[src/rtl/cdff_pkg.sv]
`timescale 1ns / 1ps
// Shared types, constants and helper functions for the clock display frame formatter.
// Used by every module in the rtl folder; depends on nothing else.
package cdff_pkg;

  // Command codes carried in the opcode field.
  localparam logic [1:0] OP_SHOW        = 2'd0;
  localparam logic [1:0] OP_CLEAR_BOTH  = 2'd1;
  localparam logic [1:0] OP_CLEAR_LEFT  = 2'd2;
  localparam logic [1:0] OP_CLEAR_RIGHT = 2'd3;

  // Configuration register indexes.
  localparam logic CFG_BIT_HALF_PERIOD     = 1'b0;
  localparam logic CFG_ENABLE_PULSE_LENGTH = 1'b1;

  localparam int unsigned CFG_DATA_W = 24;
  localparam logic [15:0] BIT_HALF_PERIOD_RESET     = 16'd100;
  localparam logic [23:0] ENABLE_PULSE_LENGTH_RESET = 24'd1000000;

  // Default depth of the command queue between the front and back halves.
  localparam int unsigned QUEUE_DEPTH_DEFAULT = 2;

  // Segment patterns, ABCDEFGP with the point in bit 0.
  localparam logic [7:0] BLANK_PATTERN = 8'h00;
  localparam logic [7:0] POINT_BIT     = 8'b0000_0001;
  localparam logic [6:0] MAX_PAIR      = 7'd99;
  localparam logic [3:0] DIGIT_BASE    = 4'd10;

  // Number of drive words per command.
  localparam int unsigned WORDS_PER_FRAME = 4;
  localparam int unsigned WORD_IDX_W      = $clog2(WORDS_PER_FRAME);

  typedef struct packed {
    logic [1:0] opcode;
    logic [6:0] left_value;
    logic [6:0] right_value;
  } in_item_t;

  typedef struct packed {
    logic [15:0] drive_word;
    logic        last_word;
    logic        pulse_left;
    logic        pulse_right;
  } out_item_t;

  // One classified command: four patterns, left tens first, plus enable flags.
  typedef struct packed {
    logic [WORDS_PER_FRAME-1:0][7:0] pats;
    logic                            pulse_left;
    logic                            pulse_right;
  } frame_t;

  // Seven-segment pattern of one decimal digit.
  function automatic logic [7:0] seg_pattern(input logic [3:0] digit);
    logic [7:0] p;
    unique case (digit)
      4'd0:    p = 8'hFC;
      4'd1:    p = 8'h60;
      4'd2:    p = 8'hDA;
      4'd3:    p = 8'hF2;
      4'd4:    p = 8'h66;
      4'd5:    p = 8'hB6;
      4'd6:    p = 8'hBE;
      4'd7:    p = 8'hE0;
      4'd8:    p = 8'hFE;
      4'd9:    p = 8'hF6;
      default: p = BLANK_PATTERN;
    endcase
    return p;
  endfunction

  // Interleave a pattern with its complement: bit 2i+1 is p[i], bit 2i is ~p[i].
  function automatic logic [15:0] make_word(input logic [7:0] pat);
    logic [15:0] w;
    for (int i = 0; i < 8; i++) begin
      w[2*i+1] = pat[i];
      w[2*i]   = ~pat[i];
    end
    return w;
  endfunction

endpackage

[src/rtl/cdff_front.sv]
`timescale 1ns / 1ps
// Front half: saturates the pair values, splits them into digits and builds
// the four segment patterns of a frame. Depends on cdff_pkg.
module cdff_front import cdff_pkg::*; (
  input  in_item_t cmd,
  output frame_t   frame
);

  logic [6:0]  left_sat;
  logic [6:0]  right_sat;
  logic [14:0] left_prod;
  logic [14:0] right_prod;
  logic [3:0]  left_tens;
  logic [3:0]  right_tens;
  logic [3:0]  left_ones;
  logic [3:0]  right_ones;
  logic [6:0]  left_tens_x10;
  logic [6:0]  right_tens_x10;
  logic        colon;

  // Saturate values above ninety-nine.
  assign left_sat  = (cmd.left_value  > MAX_PAIR) ? MAX_PAIR : cmd.left_value;
  assign right_sat = (cmd.right_value > MAX_PAIR) ? MAX_PAIR : cmd.right_value;

  // Divide by ten through the reciprocal 205/2048, exact for values below 1029.
  assign left_prod  = 15'(left_sat)  * 15'd205;
  assign right_prod = 15'(right_sat) * 15'd205;
  assign left_tens  = left_prod[14:11];
  assign right_tens = right_prod[14:11];

  // The remainder follows from the quotient.
  assign left_tens_x10  = 7'(left_tens)  * 7'(DIGIT_BASE);
  assign right_tens_x10 = 7'(right_tens) * 7'(DIGIT_BASE);
  assign left_ones      = 4'(left_sat  - left_tens_x10);
  assign right_ones     = 4'(right_sat - right_tens_x10);

  // A nonzero left value forces both right digits on and lights the colon.
  assign colon = (left_sat != 7'd0);

  // Pattern selection per opcode, with leading zero blanking.
  always_comb begin
    frame = '0;
    if (cmd.opcode == OP_SHOW) begin
      if (left_tens != 4'd0) begin
        frame.pats[0] = seg_pattern(left_tens);
        frame.pats[1] = seg_pattern(left_ones);
      end else begin
        frame.pats[0] = BLANK_PATTERN;
        frame.pats[1] = (left_ones != 4'd0) ? seg_pattern(left_ones) : BLANK_PATTERN;
      end
      if (colon || (right_tens != 4'd0)) begin
        frame.pats[2] = seg_pattern(right_tens);
        frame.pats[3] = seg_pattern(right_ones) | (colon ? POINT_BIT : BLANK_PATTERN);
      end else begin
        frame.pats[2] = BLANK_PATTERN;
        frame.pats[3] = (right_ones != 4'd0) ? seg_pattern(right_ones) : BLANK_PATTERN;
      end
      frame.pulse_left  = 1'b1;
      frame.pulse_right = 1'b1;
    end else begin
      frame.pats        = {WORDS_PER_FRAME{BLANK_PATTERN}};
      frame.pulse_left  = (cmd.opcode == OP_CLEAR_BOTH) || (cmd.opcode == OP_CLEAR_LEFT);
      frame.pulse_right = (cmd.opcode == OP_CLEAR_BOTH) || (cmd.opcode == OP_CLEAR_RIGHT);
    end
  end

endmodule

[src/rtl/cdff_queue.sv]
`timescale 1ns / 1ps
// Short frame queue between the front and back halves, so each can stall alone.
// Depends on cdff_pkg.
module cdff_queue import cdff_pkg::*; #(
  parameter int unsigned DEPTH = QUEUE_DEPTH_DEFAULT
) (
  input  logic   clk,
  input  logic   rst,
  input  logic   push,
  input  frame_t push_frame,
  output logic   full,
  input  logic   pop,
  output logic   head_valid,
  output frame_t head_frame
);

  localparam int unsigned PTR_W = (DEPTH > 1) ? $clog2(DEPTH) : 1;
  localparam int unsigned CNT_W = $clog2(DEPTH + 1);

  frame_t            entries [DEPTH];
  logic [PTR_W-1:0]  wr_ptr;
  logic [PTR_W-1:0]  rd_ptr;
  logic [CNT_W-1:0]  count;
  logic              do_push;
  logic              do_pop;

  assign full       = (count == CNT_W'(DEPTH));
  assign head_valid = (count != '0);
  assign head_frame = entries[rd_ptr];
  assign do_push    = push && !full;
  assign do_pop     = pop && head_valid;

  // Entry storage; payload needs no reset.
  always_ff @(posedge clk) begin
    if (do_push) begin
      entries[wr_ptr] <= push_frame;
    end
  end

  // Pointers and fill count.
  always_ff @(posedge clk) begin
    if (rst) begin
      wr_ptr <= '0;
      rd_ptr <= '0;
      count  <= '0;
    end else begin
      if (do_push) begin
        wr_ptr <= (wr_ptr == PTR_W'(DEPTH - 1)) ? '0 : wr_ptr + 1'b1;
      end
      if (do_pop) begin
        rd_ptr <= (rd_ptr == PTR_W'(DEPTH - 1)) ? '0 : rd_ptr + 1'b1;
      end
      if (do_push && !do_pop) begin
        count <= count + 1'b1;
      end else if (do_pop && !do_push) begin
        count <= count - 1'b1;
      end
    end
  end

`ifndef ASSERT_OFF
  a_count_bound: assert property (@(posedge clk) disable iff (rst)
    count <= CNT_W'(DEPTH))
    else $error("queue fill count exceeds depth");

  a_no_pop_empty: assert property (@(posedge clk) disable iff (rst)
    pop |-> head_valid)
    else $error("back half popped an empty queue");

  a_count_track: assert property (@(posedge clk) disable iff (rst)
    (do_push && !do_pop) |=> (count == $past(count) + 1'b1))
    else $error("fill count missed a push");
`endif

endmodule

[src/rtl/cdff_back.sv]
`timescale 1ns / 1ps
// Back half: walks the four patterns of the head frame and emits one drive word
// per cycle, while a frame is queued and the output is not stalled, into an output register. Depends on cdff_pkg.
module cdff_back import cdff_pkg::*; (
  input  logic      clk,
  input  logic      rst,
  input  logic      head_valid,
  input  frame_t    head_frame,
  output logic      pop,
  output logic      out_valid,
  input  logic      out_ready,
  output out_item_t out_item
);

  logic [WORD_IDX_W-1:0] word_idx;
  logic                  load;
  logic                  is_last;

  // The output register takes a new word whenever a frame is queued and the register is empty or being drained.
  assign load    = head_valid && (!out_valid || out_ready);
  assign is_last = (word_idx == WORD_IDX_W'(WORDS_PER_FRAME - 1));
  assign pop     = load && is_last;

  // Word counter and output valid.
  always_ff @(posedge clk) begin
    if (rst) begin
      word_idx  <= '0;
      out_valid <= 1'b0;
    end else begin
      if (load) begin
        word_idx  <= is_last ? '0 : word_idx + 1'b1;
        out_valid <= 1'b1;
      end else if (out_ready) begin
        out_valid <= 1'b0;
      end
    end
  end

  // Output payload.
  always_ff @(posedge clk) begin
    if (load) begin
      out_item.drive_word  <= make_word(head_frame.pats[word_idx]);
      out_item.last_word   <= is_last;
      out_item.pulse_left  <= is_last && head_frame.pulse_left;
      out_item.pulse_right <= is_last && head_frame.pulse_right;
    end
  end

`ifndef ASSERT_OFF
  a_pulse_on_last: assert property (@(posedge clk) disable iff (rst)
    (out_valid && !out_item.last_word) |-> (!out_item.pulse_left && !out_item.pulse_right))
    else $error("enable pulse flagged on a word that is not the last");

  a_pop_wraps: assert property (@(posedge clk) disable iff (rst)
    pop |=> (word_idx == '0))
    else $error("word counter did not wrap after a frame");

  a_out_hold: assert property (@(posedge clk) disable iff (rst)
    (out_valid && !out_ready) |=> (out_valid && $stable(out_item)))
    else $error("waiting drive word changed before its transaction");
`endif

endmodule

[src/rtl/clock_display_frame_formatter.sv]
`timescale 1ns / 1ps
// Clock display frame formatter: one command in, four drive words out.
// An accepted command is written into the queue; its words are then registered
// in the back half's output register. Throughput: one word per cycle when the
// output is not stalled, set by the single output register the back half fills
// one word at a time; the queue takes new commands while earlier ones drain.
// Reset (synchronous, active high) empties the queue and output register and
// returns the timing registers to 100 and 1000000.
module clock_display_frame_formatter import cdff_pkg::*; #(
  parameter int unsigned QUEUE_DEPTH = QUEUE_DEPTH_DEFAULT
) (
  input  logic                  clk,
  input  logic                  rst,
  input  logic                  in_valid,
  output logic                  in_ready,
  input  in_item_t              in_item,
  output logic                  out_valid,
  input  logic                  out_ready,
  output out_item_t             out_item,
  input  logic                  cfg_we,
  input  logic                  cfg_index,
  input  logic [CFG_DATA_W-1:0] cfg_wdata
);

  frame_t      front_frame;
  frame_t      head_frame;
  logic        queue_full;
  logic        head_valid;
  logic        pop;
  logic [15:0] bit_half_period;
  logic [23:0] enable_pulse_length;

  // Timing registers for the serial shifter and enable pulse stage.
  always_ff @(posedge clk) begin
    if (rst) begin
      bit_half_period     <= BIT_HALF_PERIOD_RESET;
      enable_pulse_length <= ENABLE_PULSE_LENGTH_RESET;
    end else if (cfg_we) begin
      if (cfg_index == CFG_BIT_HALF_PERIOD) begin
        bit_half_period <= cfg_wdata[15:0];
      end
      if (cfg_index == CFG_ENABLE_PULSE_LENGTH) begin
        enable_pulse_length <= cfg_wdata[23:0];
      end
    end
  end

  assign in_ready = !queue_full;

  // Classify the incoming command.
  cdff_front u_front (
    .cmd   (in_item),
    .frame (front_frame)
  );

  // Decouple front and back.
  cdff_queue #(
    .DEPTH (QUEUE_DEPTH)
  ) u_queue (
    .clk        (clk),
    .rst        (rst),
    .push       (in_valid),
    .push_frame (front_frame),
    .full       (queue_full),
    .pop        (pop),
    .head_valid (head_valid),
    .head_frame (head_frame)
  );

  // Emit the drive words.
  cdff_back u_back (
    .clk        (clk),
    .rst        (rst),
    .head_valid (head_valid),
    .head_frame (head_frame),
    .pop        (pop),
    .out_valid  (out_valid),
    .out_ready  (out_ready),
    .out_item   (out_item)
  );

endmodule

[config.mk]
export PLATFORM = sky130hd
export DESIGN_NAME = clock_display_frame_formatter
export DESIGN_NICKNAME = d
export VERILOG_FILES = /design/src/rtl/cdff_pkg.sv /design/src/rtl/cdff_front.sv /design/src/rtl/cdff_queue.sv /design/src/rtl/cdff_back.sv /design/src/rtl/clock_display_frame_formatter.sv
export SDC_FILE = /design/constraint.sdc
export NUM_CORES = 1
export LEC_CHECK = 0
export ABC_AREA = 1
export BUFFER_PORTS_ARGS = -buffer_cell sky130_fd_sc_hd__buf_2
export CAP_MARGIN = 10
export CORE_ASPECT_RATIO = 2
export CORE_UTILIZATION = 56
export CTS_BUF_LIST = sky130_fd_sc_hd__clkbuf_2
export CTS_CLUSTER_SIZE = 40
export DETAILED_ROUTE_END_ITERATION = 10
export PLACE_DENSITY = 0.84
export SYNTH_ARGS = -nofsm -noshare
export SYNTH_HDL_FRONTEND = slang
export SYNTH_SLANG_ARGS = --single-unit
[constraint.sdc]
create_clock -name clk -period 4.7 [get_ports clk]
set_clock_uncertainty 0.1 [all_clocks]
set_input_delay 0 -clock clk [delete_from_list [all_inputs] [get_ports clk]]
set_output_delay 0 -clock clk [all_outputs]
set_load 0.005 [all_outputs]
==> flow_summary.yaml, run 1 <==
sta:
  relSlewSlack: 0.288
  drv_slew: 0
  maxClockFrequency_ghz: 0.219
  worstMarginPinSlew_ps: 1070
  finalCritPeriodShare: 0.971
  layout_setup_ws_ps: 136
  fin_setup_tns_ps: 0
  final-hold-violation-count: 0
  setup_viol: 0
  period_needed_ps: 4560
detailed_routing:
  wl_per_cell_um: 15.2
  drtIter0Drc: 252
  dr_total_vias: 5365
  ant_nets: 0
  routed_wl_um: 14800
  dr.pass1.iters: 6
  viasPerCell: 5.53
  drc: 0
place:
  io_buffers: 40
  dpl_worst_slack_ps: -415
  dp_hpwl_um: 11700
  gp_congestion: 0.862
setup_path:
  cp.required_ps: 4910
  start_kind: "input port"
  worstPathMaxFanout: 6
  endpoint_kind: "flop"
  cp_data_arrival_time_ps: 4770
  criticalPathCategory: "input port to flop"
synth:
  synth_top_area_cell: "edfxtp_1"
  avgSynthCellArea_um2: 9.07
  syn_inst: 723
  yosysSeqAreaShare: 0.395
  synth-seq-cells: 89
  ys_top_cells_by_area: "edfxtp_1 37%, ha_1 18%, inv_1 6.8%"
  ys.flop_type: "edfxtp_1"
  yosys.area.top_type_share: 0.371
  synth_edf_count: 81
  synthDistinctLibCells: 43
  syn-cell-area_um2: 6560
  syn_nets: 879
  synthArstFlopShare: 0
  ys_warn_count: 0
die:
  core.rowCount: 55
  die_area_um2: 12200
  die-width_um: 78.5
  initial_core_util: 0.578
  die_h_um: 155
  ios: 67
  core_um2: 11400
clocking:
  root_buffer: "clkbuf_2"
  post_cts_buffers: 0
  clk-insertion-delay-late_ps: 550
  numCtsBuffers: 9
  clkSinkCount: 89
  h-tree-depth: 3
  cts_tree: "yes"
  clk_pin_slew_ps: 180
  cts_buffer_depth: 2
run:
  cap_viol_max_count: 0
final_layout:
  final_net_count: 979
  area_delta_synth_final_pct: 16.6
  drive_gt1_frac: 0.225
global_route:
  grt_pass1_vias: 5662
  globalRoute.totalOverflow: 0
  grt_util_all_layers: 0.252
  antenna_found_initial: 1
  grt_max_degree: 33
  grt_pass1_wl_um: 23800
run_status:
  status: "completed"
pwr:
  leakage_nw: 3.66
  ir_drop_v: 0.000273
  powerDensity_nw_per_um2: 499
min_path:
  hold_class: "input port to flop"
==> critical path, cell delays in order <==
cell,delay (ps)
dlygate4sd3_1,530
buf_2,130
inv_1,50
nand2_1,120
buf_4,190
fa_1,500
ha_1,300
inv_1,50
fa_1,500
inv_1,70
ha_4,290
nand2_2,80
nor2_2,130
nand2_1,70
o211ai_2,170
xor2_2,170
inv_1,90
fa_2,370
xor2_2,170
inv_1,60
nand3_1,100
nand2_1,100
nand2_2,90
nand2_2,110
nand3_2,120
nand2_4,130
nor2_1,60
==> registers in the layout, summed over array words and instances (netlist names), named ones only <==
register	count
u_back.out_item	19
u_queue.rd_ptr	1
u_queue.entries	62
u_queue.wr_ptr	1
u_back.out_valid	1
u_queue.count	2
u_back.word_idx	2
==> cells by family after synthesis <==
group                      after synthesis  share of synthesized area
buffers and inverters                  137                     0.0796
xor gates and xnor gates                10                     0.0156
AOI/OAI and AO/OA                      120                      0.103
adders and majority gates              110                      0.230
DFF                                     89                      0.395
and+or+nand+nor                        257                      0.176
==> layer usage <==
layer	track usage	part of all wire	vias up
li1	-	-	2601
met1	0.211	0.33	2522
met2	0.513	0.58	177
met3	0.0311	0.029	65
met4	0.171	0.061	0
met5	0	0	-
==> worst paths after layout <==
kind	depth (start not counted)	end	slack [ps]	start
setup / recovery	27	u_queue.entries[0][12]	140	in_item[8]
hold / removal	8	u_queue.entries[1][13]	110	in_item[7]
setup reg to reg	8	u_queue.count[1]	2110	u_queue.count[0]
hold reg to reg	2	u_queue.rd_ptr	410	u_queue.rd_ptr
==> Yosys cell counts, types with 8 or more instances <==
master / number
nor2_1: 96
nand2_1: 99
nand2_2: 14
o22ai_1: 15
inv_1: 118
clkbuf_1: 14
ha_1: 92
dfxtp_1: 8
a21oi_1: 34
fa_1: 18
nand3_1: 18
edfxtp_1: 81
o21ai_0: 46
==> area by class of cell <==
cell class / count / area (um^2)
diodes: 1 / 2.50
clock buffers: 12 / 60.1
clock inverters: 3 / 42.5
fillers: 855 / 3710
inverters: 121 / 454
multi-input cells: 497 / 3610
flip-flops and latches: 89 / 2590
well taps: 142 / 178
repair buffers: 105 / 706
==> metrics by stage <==
| stage | utilization | instances | hold slack, ps | area [um^2] | power (mW) |
|---|---|---|---|---|---|
| after floorplan | - | 723 | 54.6 | 6560 | 2.59 |
| after global placement | 0.644 | 947 | 168 | 7310 | 3.18 |
| after detailed placement | 0.644 | 947 | 183 | 7310 | 3.30 |
| after CTS | 0.659 | 969 | 89.8 | 7480 | 3.67 |
| after global routing | 0.673 | 970 | 126 | 7650 | 4.13 |
| final | 0.673 | 970 | 113 | 7650 | 3.81 |
==> power breakdown <==
group          leakage [nW]  switching, mW  total [mW]  internal (mW)
logic                  2.76           1.38        2.29          0.917
registers             0.837         0.0506        1.16           1.11
clock network        0.0697          0.233       0.359          0.126
total                  3.66           1.66        3.81           2.15
==> cell usage in the layout, fill, tap and decap left out, types with 12 or more instances in the layout <==
cell type  Yosys  layout
nor2_1        96      79
o22ai_1       15      15
buf_4          0      58
buf_2          0      40
ha_1          92      88
clkbuf_2       0      12
fa_1          18      17
a21oi_1       34      31
inv_1        118     117
o21ai_0       46      46
nand3_1       18      16
nand2_1       99      97
nand2_2       14      15
nor2_2         0      14
edfxtp_1      81      81
==> what timing repair did <==
action / CTS / global route
endpoints found under the hold margin: 32 / 0
resized for setup: 0 / 35
hold buffers: 7 / 0
setup endpoints to repair: 0 / 28
No activity file was read; power rests on OpenSTA's default activity.
==> inputs of run 2 (changes only) <==
--- a/config.mk
+++ b/config.mk
@@ -8,12 +8,13 @@
 export ABC_AREA = 1
 export BUFFER_PORTS_ARGS = -buffer_cell sky130_fd_sc_hd__buf_2
 export CAP_MARGIN = 10
-export CORE_ASPECT_RATIO = 2
+export CORE_ASPECT_RATIO = 0.7
 export CORE_UTILIZATION = 56
 export CTS_BUF_LIST = sky130_fd_sc_hd__clkbuf_2
 export CTS_CLUSTER_SIZE = 40
 export DETAILED_ROUTE_END_ITERATION = 10
 export PLACE_DENSITY = 0.84
+export REMOVE_ABC_BUFFERS = 1
 export SYNTH_ARGS = -nofsm -noshare
 export SYNTH_HDL_FRONTEND = slang
 export SYNTH_SLANG_ARGS = --single-unit
==> run 2 against run 1 <==
Sequential cell count unchanged. Clock-buffer cell count decreased by 2. Design area fell by 0.52%. Critical path type unchanged. Critical path depth is 3 higher. Cell count grew 0.62%. Wire length decreased by 3.5%. Largest cell class unchanged. Sequential share of layout area up 0.18 points. Die area shrank 0.16%. Non-clock buffer count down 5.
==> flow_summary.yaml, run 2 (synthesis results as in run 1) <==
final_layout:
  drive_gt1_frac: 0.216
  largest-register: "u_queue.entries"
  final_common_cell: "inv_1"
  layout_common_cells: "118 x inv_1, 96 x nand2_1, 89 x ha_1"
  fillers: 859
  fin_cells: 976
  final_util: 0.679
  area_delta_synth_final_pct: 16.0
  largest_reg_flops: 62
  diodes: 0
  final_net_count: 974
  reg_top3: "u_queue.entries (62), u_back.out_item (19)"
clocking:
  clkSinkCount: 89
  clk-insertion-delay-late_ps: 530
  h-tree-depth: 3
  clk_pin_slew_ps: 190
  cts_tree: "yes"
  numCtsBuffers: 9
  post_cts_buffers: 0
  cts_buffer_depth: 2
  root_buffer: "clkbuf_2"
sta:
  setup_viol: 0
  period_needed_ps: 4470
  final-hold-violation-count: 0
  hold_ws_ps: 22.8
  layout_setup_ws_ps: 235
  drv_slew: 0
  worstMarginPinSlew_ps: 1090
  relSlewSlack: 0.277
  maxClockFrequency_ghz: 0.224
  finalCritPeriodShare: 0.950
pwr:
  leakage_nw: 3.64
  powerDensity_nw_per_um2: 499
  power_mw: 3.80
  ir_drop_v: 0.000220
setup_path:
  start_kind: "input port"
  cp_data_arrival_time_ps: 4640
  critical_path.top_delay_family: "adder cells"
  slowest_stage: "fa_1"
  crit_top_cell: "inv_1"
  path_buf_inv: 7
  cp.required_ps: 4870
  criticalPathCategory: "input port to flop"
  max_stage_delay_ps: 510
  worstPathMaxFanout: 6
  endpoint_kind: "flop"
place:
  dp_cells: 954
  gp_congestion: 0.892
  io_buffers: 40
  dpl_worst_slack_ps: -440
  dp_hpwl_um: 11200
detailed_routing:
  wl_per_cell_um: 14.6
  drc: 0
  routed_wl_um: 14200
  ant_nets: 0
  drtIter0Drc: 288
  dr.pass1.iters: 4
  dr_total_vias: 5267
  viasPerCell: 5.40
global_route:
  gr-usage-met2: 0.433
  grtUsageMet3: 0.0268
  grt_pass1_wl_um: 23300
  grt_pass1_vias: 5229
  gr-usage-met1: 0.302
  gr-max-usage-layer: "met2"
  antenna_found_initial: 0
  grt_util_all_layers: 0.239
  grt_max_degree: 33
  globalRoute.totalOverflow: 0
min_path:
  hold_class: "input port to flop"
die:
  die_h_um: 92.5
  initial_core_util: 0.585
  ios: 67
  core.rowCount: 32
  core_um2: 11200
  die-width_um: 131
  die_area_um2: 12200
run:
  cap_viol_max_count: 0
run_status:
  status: "completed"
==> run 2: cell count changes in the layout (fill, tap and decap cells not counted), sizes merged <==
cell,delta
dlygate4sd3,-1
diode,-1
clkinv,+3
buf,-4
clkbuf,-2
==> run 2: routing by layer <==
metal	routed length (um)	up-vias
met4	217	0
met1	6320	2506
met2	7080	158
met5	0	-
li1	-	2580
met3	633	23
==> run 2: final cells by class <==
| class | instances | area [um^2] | share of cell area |
|---|---|---|---|
| clock inverters | 6 | 50.0 | 0.00658 |
| clock buffers | 10 | 50.0 | 0.00658 |
| well taps | 153 | 191 | 0.0252 |
| flip-flops and latches | 89 | 2590 | 0.341 |
| repair buffers | 100 | 666 | 0.0875 |
| multi-input cells | 497 | 3600 | 0.474 |
| inverters | 121 | 454 | 0.0597 |
==> run 2: where the power goes <==
part	leakage, nW	total (mW)	internal (mW)	switching [mW]
combinational	2.73	2.28	0.908	1.37
sequential	0.837	1.17	1.11	0.0548
clock	0.0659	0.349	0.118	0.231
==> run 2: timing repair <==
action                                  in CTS  in global routing
hold endpoints to repair                    23                  0
hold buffers                                 6                  0
endpoints found under the setup margin       0                 23
gates resized for setup                      0                 36
==> run 2: through the flow <==
stage	setup TNS [ps]	instance area (um^2)
global placement	-2420	7300
floorplan	0	6490
CTS	0	7460
detailed placement	-10270	7300
finish	0	7610
global route	-340	7610
==> run 2: worst register-to-register path, cell delays in order (launching register included) <==
cell and delay, ps:
dfxtp_1 410, inv_1 100, a21oi_2 860, nand2_1 250, ha_1 400, a21oi_1 120, o21ai_0 140, a21oi_1 200
o21a_1 140
==> run 2: worst paths after layout <==
check | start | end | slack, ps | cells after the start
min | in_item[8] | u_queue.entries[0][26] | 20 | 4
min reg2reg | u_queue.rd_ptr | u_queue.rd_ptr | 410 | 2
max | in_item[10] | u_queue.entries[1][17] | 230 | 30
max reg2reg | u_queue.count[0] | u_queue.count[1] | 1950 | 8
==> inputs of run 3 (changes only) <==
--- a/config.mk
+++ b/config.mk
@@ -14,6 +14,7 @@
 export CTS_CLUSTER_SIZE = 40
 export DETAILED_ROUTE_END_ITERATION = 10
 export PLACE_DENSITY = 0.84
+export RECOVER_POWER = 50
 export REMOVE_ABC_BUFFERS = 1
 export SYNTH_ARGS = -nofsm -noshare
 export SYNTH_HDL_FRONTEND = slang
==> run 3 against run 2 <==
The flow now finishes with violations (capacitance limit, slew limit). Global-route usage stayed put. Wire length is 0.44% higher. Combinational power hardly changed. Non-clock buffer count stayed put. Die area stayed put. Sequential power hardly changed.
==> flow_summary.yaml, run 3 (synthesis results as in run 1) <==
detailed_routing:
  drtIter0Drc: 343
  ant_nets: 0
  routed_wl_um: 14300
  dr.pass1.iters: 5
  drc: 0
  wl_per_cell_um: 14.7
  dr_total_vias: 5270
  viasPerCell: 5.40
final_layout:
  drive_gt1_frac: 0.199
  reg_top3: "u_queue.entries (62), u_back.out_item (19)"
  layout_common_cells: "118 x inv_1, 96 x nand2_1, 89 x ha_1"
  largest_reg_flops: 62
  diodes: 0
  fillers: 872
  final_net_count: 974
  final_common_cell: "inv_1"
  fin_cells: 976
  largest-register: "u_queue.entries"
  area_delta_synth_final_pct: 15.6
setup_path:
  max_stage_delay_ps: 510
  endpoint_kind: "flop"
  r2r_setup_slack_ps: 1340
  cp.required_ps: 4870
  crit_top_cell: "inv_1"
  critical_path.top_delay_family: "adder cells"
  worstPathMaxFanout: 6
  slowest_stage: "fa_1"
  criticalPathCategory: "input port to flop"
  cp_data_arrival_time_ps: 4640
  start_kind: "input port"
  path_buf_inv: 7
pwr:
  ir_drop_v: 0.000220
  powerDensity_nw_per_um2: 500
  power_mw: 3.79
  leakage_nw: 3.60
die:
  core.rowCount: 32
  ios: 67
  die-width_um: 131
  die_area_um2: 12200
  core_um2: 11200
  die_h_um: 92.5
  initial_core_util: 0.585
place:
  io_buffers: 40
  dp_hpwl_um: 11200
  dp_cells: 954
  gp_congestion: 0.892
  dpl_worst_slack_ps: -440
clocking:
  numCtsBuffers: 9
  clk_pin_slew_ps: 200
  post_cts_buffers: 0
  root_buffer: "clkbuf_2"
  h-tree-depth: 3
  cts_tree: "yes"
  cts_buffer_depth: 2
  clk-insertion-delay-late_ps: 530
  clkSinkCount: 89
sta:
  setup_viol: 0
  period_needed_ps: 4470
  worstMarginPinSlew_ps: 1850
  finalCritPeriodShare: 0.951
  maxClockFrequency_ghz: 0.224
  hold_ws_ps: 11.1
  relSlewSlack: -0.236
  layout_setup_ws_ps: 230
  drv_slew: 88
  final-hold-violation-count: 0
global_route:
  globalRoute.totalOverflow: 0
  grt_pass1_vias: 5229
  grt_max_degree: 33
  grt_pass1_wl_um: 23300
  grt_util_all_layers: 0.239
  antenna_found_initial: 0
run_status:
  violations: "capacitance limit, slew limit"
  status: "finished, violations left"
min_path:
  hold_class: "input port to flop"
run:
  cap_viol_max_count: 3
## run 3: worst paths after layout
path | to | startpoint | depth (start not counted)
setup / recovery | u_queue.entries[1][17] | in_item[10] | 30
hold / removal | u_queue.entries[0][26] | in_item[8] | 4
setup reg to reg | u_queue.count[1] | u_queue.count[0] | 8
hold reg to reg | u_queue.rd_ptr | u_queue.rd_ptr | 2
## run 3: final cells by class
type	instances	area, um^2	share of cell area
multi-input combinational	497	3600	0.475
timing repair buffer	100	642	0.0847
inverter	121	454	0.0599
sequential	89	2590	0.342
clock buffer	10	50.0	0.00660
tap	153	191	0.0253
clock inverter	6	50.0	0.00660
## run 3: layer usage
| layer | vias to the layer above | track usage | share of wire |
|---|---|---|---|
| met5 | - | 0 | 0 |
| met4 | 0 | 0.0756 | 0.019 |
| met3 | 30 | 0.0268 | 0.046 |
| met2 | 179 | 0.433 | 0.49 |
| met1 | 2477 | 0.302 | 0.44 |
| li1 | 2584 | - | - |
## run 3: power by group
part	switching, mW	internal (mW)	total, mW
Combinational	1.38	0.899	2.27
Clock	0.232	0.118	0.349
Sequential	0.0552	1.11	1.17
## run 3: tightest hold or removal path: cells and delay by family
kind          cells  cell delay (ps)
simple gates      2              340
buf+inv           2              190
## run 3: what timing repair did
item | in CTS | in global routing
hold buffers | 6 | 0
setup endpoints to repair | 0 | 23
hold endpoints to repair | 23 | 0
resized for setup | 0 | 36
## run 3: per-stage QoR
step / utilization / setup TNS, ps / cell area, um^2
after global placement: 0.651 / -2420 / 7300
after global routing: 0.676 / -341 / 7580
after detailed placement: 0.651 / -10270 / 7300
after CTS: 0.665 / 0 / 7460
final: 0.676 / 0 / 7580
after floorplan: - / 0 / 6490
